`src/sv/satcc_ram.sv`:
```
// ----------------------------------------------------------------------------
// satcc_ram
// Generic single-write, single-read synchronous RAM with registered read.
// ----------------------------------------------------------------------------
module satcc_ram #(
  parameter int WIDTH = 18,
  parameter int DEPTH = 128
) (
  input  logic                     clk,
  input  logic                     we,
  input  logic [$clog2(DEPTH)-1:0] waddr,
  input  logic [WIDTH-1:0]         wdata,
  input  logic [$clog2(DEPTH)-1:0] raddr,
  output logic [WIDTH-1:0]         rdata
);

  logic [WIDTH-1:0] mem [DEPTH];

  always_ff @(posedge clk) begin
    if (we) begin
      mem[waddr] <= wdata;
    end
    rdata <= mem[raddr];
  end

endmodule

```
`config.mk`:
```
export PLATFORM = sky130hd
export DESIGN_NAME = satcc_ram
export DESIGN_NICKNAME = d
export VERILOG_FILES = /design/src/sv/satcc_ram.sv
export SDC_FILE = /design/constraint.sdc
export NUM_CORES = 2
export LEC_CHECK = 0
export BUFFER_PORTS_ARGS = -buffer_cell sky130_fd_sc_hd__buf_2
export CAP_MARGIN = 10
export CORE_MARGIN = 2
export CORE_UTILIZATION = 41
export DETAILED_ROUTE_END_ITERATION = 10
export PLACE_DENSITY = 0.7
export SKIP_LAST_GASP = 1
export SLEW_MARGIN = 5
export SYNTH_ARGS = -nofsm -noshare
export SYNTH_HDL_FRONTEND = slang
export SYNTH_SLANG_ARGS = --single-unit
```
`constraint.sdc`:
```
create_clock -name clk -period 3 [get_ports clk]
set_input_delay 0.6 -clock clk [delete_from_list [all_inputs] [get_ports clk]]
set_output_delay 0.6 -clock clk [all_outputs]
set_load 0.1 [all_outputs]
```
# Yosys cells after proc, flatten, opt, wreduce, memory -nomap -nowiden
# Memory sizes are Yosys's and may differ from the RTL's. A register that Yosys moved wholly into a read port is not among the register bits.
# Index checks and enable logic that the tools add are counted.
[word_totals] out_inout_bits=18 elab_cells=3 regBits=0 input_bits=34 mem_bits_rw=2304 n_memories=1
[classes] n_mux=2
[memory_table] memory="mem" words=128 width=18 read_ports=1 rd_clocked_by_memory_dff=1 wr=1 line="17" text="logic [WIDTH-1:0] mem [DEPTH];"
[ops] operator="two-way mux 1 bit" n=2

# Depth between registers and ports, before layout
[logic_depth] ltp_word=2 mapped_depth=7 depth_no_buf=4

# Least setup slack after synthesis
# No wires, ideal clock.
[synth_timing] path_type="input to register" from="input port raddr[1]" to="register rdata[10], read port of mem" setup_ps=121 t_arrival_ps=3038 required_ps=2879 stages=6 setup_slack_ps=-159 n_path_buf=3 path_cell_list="clkbuf_1 clkbuf_1 buf_1 mux4_2 mux4_2 mux2_2"
[synth_lines] element="from (decl)" line="13" text="input logic [$clog2(DEPTH)-1:0] raddr,"
[synth_lines] element="to (decl)" line="14" text="output logic [WIDTH-1:0] rdata"

==> impl_metrics.tcl <==
set metrics [dict create \
    pre_cts_slack_ns -0.5493 \
    numClockSinks 2322 \
    critPathCaptureType "flop" \
    critical_path.reg2reg.startpoint "mem[53][8]$_DFFE_PP_" \
    p_leak_nw 32.02 \
    detailedRoute.firstIterationViolations 5098 \
    power.total_mw 66.82 \
    initial_antenna_violation_count 21 \
    cts_tree "built" \
    grt_pass1_vias 40830 \
    drt_drc_violations_left 0 \
    drt-pass1-iter-count 7 \
    globalRoute.busiestLayer "met2" \
    cts-root-buf "clkbuf_16" \
    global_route.usage.met3 0.03936 \
    critical_path.startpoint_type "input pin" \
    drtAntennaViolNets 0 \
    critPathRequiredTime_ns 3.74 \
    tightestPinTransition_ns 1.041 \
    clkSlewWorstSetupHoldPaths_ns 0.06 \
    post_cts_buffers 0 \
    syn2layout_area_growth_pct 17.65 \
    die_height_um 467.9 \
    final_area_um2 103800 \
    nNetsFinal 3943 \
    grt.overflow.total 0 \
    placement.cell_area_um2 96760 \
    initial_utilization 0.4120 \
    postCtsHoldBufs 0 \
    grt_use_total 0.1934 \
    die_width_um 467.9 \
    hold_depth 1 \
    yosys_warnings 0 \
    htree_levels 4 \
    area_of_the_core_region_um2 214200 \
    max-vdd-ir-drop_v 0.0006907 \
    critical_path.cell_chain "buf_8 > buf_12 > buf_4 > mux4_2 > mux4_2 > mux4_2 > mux2_2" \
    hpwl_um 126300 \
    post-route-worst-setup-slack_ns 0.3529 \
    wire_length_per_cell_after_detailed_routing_um 30.34 \
    finClkSkew_ns 0.04039 \
    syn_avg_cell_area_um2 25.59 \
    layout_worst_path_cycle_share 0.8824 \
    vias_per_cell 5.775 \
    timing.critical_path.mode_cell "mux4_2" \
    use_met1 0.2627 \
    max_cap_violations 0 \
    max_freq_mhz 377.8 \
    crit_path_max_incr_delay_ns 0.59 \
    globalplace.congestion 0.8206 \
    rr_worst_depth 4 \
    maximum_number_of_pins_on_one_net_before_global_route_repair 115 \
    report.final.setup_viol 0 \
    syn-num-nets 3483 \
    dieArea_um2 219000 \
    timing.critical_path.from "raddr[0]" \
    slew_headroom 0.3058 \
    cts_buffer_depth 3 \
    synth_seq_cells 2322 \
    post_synth_instance_area_um2 88250 \
    critical_path_peak_fanout 29 \
    ios 52 \
    path_class "in -> reg" \
    post_route_cells_drive_above_1_share 0.3963 \
    rows 170 \
    drt_wl_total_um 210600 \
    worst_hold_path_type "in -> reg" \
    cts.repair.resized 0 \
    timing.final.crit_period_ns 2.647 \
    min-delay-start "wdata[14]" \
    synthCells 3449 \
    inserted_clock_buffers 218 \
    route.vias.total 40090 \
    slew_viol_final 0 \
    buffer_ports.inserted 51 \
    timing.critical_path.slowest_stage_cell "mux4_2" \
    critical_path_arrival_ns 3.39 \
    grt_setup_unrepaired "no" \
    synth_sequential_area_ratio 0.7881 \
    pwr_density_cell_nw_per_um2 643.6 \
    clock_latency_ns 0.86 \
    result_of_the_run "complete, no violations" \
    timing_hold_violations_final 0 \
    grt_pass1_wl_um 301600 \
    synth_cell_types 17 \
    grt.met2_usage 0.3135 \
]
-- path summary, 6_finish.rpt --
kind | to | slack, ns
worst max register to register | rdata[8]$_DFF_P_ | 0.45
worst min-delay path | mem[81][14]$_DFFE_PP_ | 0.08
worst max-delay path | rdata[7]$_DFF_P_ | 0.35
worst min register to register | rdata[15]$_DFF_P_ | 1.13
-- state kept, by name (all words and copies together) (netlist names) --
name	count
mem	2304
rdata	18
-- final cells by class --
type | count | area [um^2]
Fill cell | 16520 | 110400
Sequential cell | 2322 | 69550
Multi-Input combinational cell | 944 | 18270
Clock buffer | 276 | 5784
Timing Repair Buffer | 423 | 5396
Tap cell | 2838 | 3551
Clock inverter | 128 | 1252
Antenna cell | 11 | 27.53
-- where the power goes --
part	switching, mW	internal, mW
combinational	2.31	1.55
clock	11.8	15.2
sequential	0.111	35.8
total	14.2	52.6
-- routing by layer --
| metal | vias to the layer above | share of wire | wire length (um) |
|---|---|---|---|
| li1 | 16040 | - | - |
| met1 | 21920 | 0.39 | 81770 |
| met2 | 1859 | 0.50 | 105000 |
| met3 | 273 | 0.084 | 17740 |
| met4 | 2 | 0.029 | 6143 |
| met5 | - | 0.000033 | 7 |
-- per-stage QoR --
step | std cells | hold WS, ns | util | setup TNS [ns]
after floorplan | 3449 | 0.6989 | - | -0.1075
after CTS | 6931 | 0.005130 | 0.4846 | 0
after global routing | 6936 | 0.04435 | 0.4847 | 0
after global placement | 6527 | 0.9303 | 0.4518 | -8.158
after detailed placement | 6527 | 0.9490 | 0.4518 | -8.284
final | 6942 | 0.07877 | 0.4847 | 0
-- critical path, delay by kind of cell --
family,cells,cell delay (ns)
multiplexers,4,1.97
buffers and inverters,3,0.78
-- layout by cell type, fill, tap and decap left out, types with 4 or more instances in the layout --
| master | netlist | final |
|---|---|---|
| mux2_2 | 18 | 18 |
| clkinvlp_4 | 0 | 6 |
| buf_4 | 2 | 209 |
| buf_2 | 58 | 29 |
| nor3_2 | 0 | 9 |
| bufinv_16 | 0 | 18 |
| buf_12 | 0 | 181 |
| clkbuf_16 | 0 | 219 |
| diode_2 | 0 | 11 |
| clkinv_16 | 0 | 4 |
| mux4_2 | 756 | 756 |
| dfxtp_1 | 18 | 18 |
| nand2_1 | 14 | 14 |
| nand3_1 | 12 | 12 |
| clkinv_1 | 0 | 59 |
| clkbuf_1 | 96 | 48 |
| nor2_2 | 0 | 119 |
| clkinv_2 | 0 | 28 |
| clkbuf_8 | 0 | 10 |
| clkinv_8 | 0 | 5 |
| edfxtp_1 | 2304 | 2304 |
| nor2b_1 | 7 | 7 |
-- cells in the mapped netlist --
master	count	share of area
buf_1	26	0.0011
buf_2	58	0.0033
buf_4	2	0.00017
buf_6	1	0.00013
clkbuf_1	96	0.0041
dfxtp_1	18	0.0041
edfxtp_1	2304	0.78
mux2_2	18	0.0023
mux4_2	756	0.19
nand2_1	14	0.00060
nand2b_1	2	0.00014
nand3_1	12	0.00068
nand4_1	3	0.00021
nor2_1	122	0.0052
nor2b_1	7	0.00050
nor3_1	9	0.00051
or3_1	1	0.000071
-- cells by family after synthesis --
group	count (synthesis)	synth area share
buffers and inverters	183	0.008776
flip-flops	2322	0.7881
multiplexers	774	0.1952
AND/OR/NAND/NOR	170	0.007897
No activity file was read; power rests on OpenSTA's default activity.
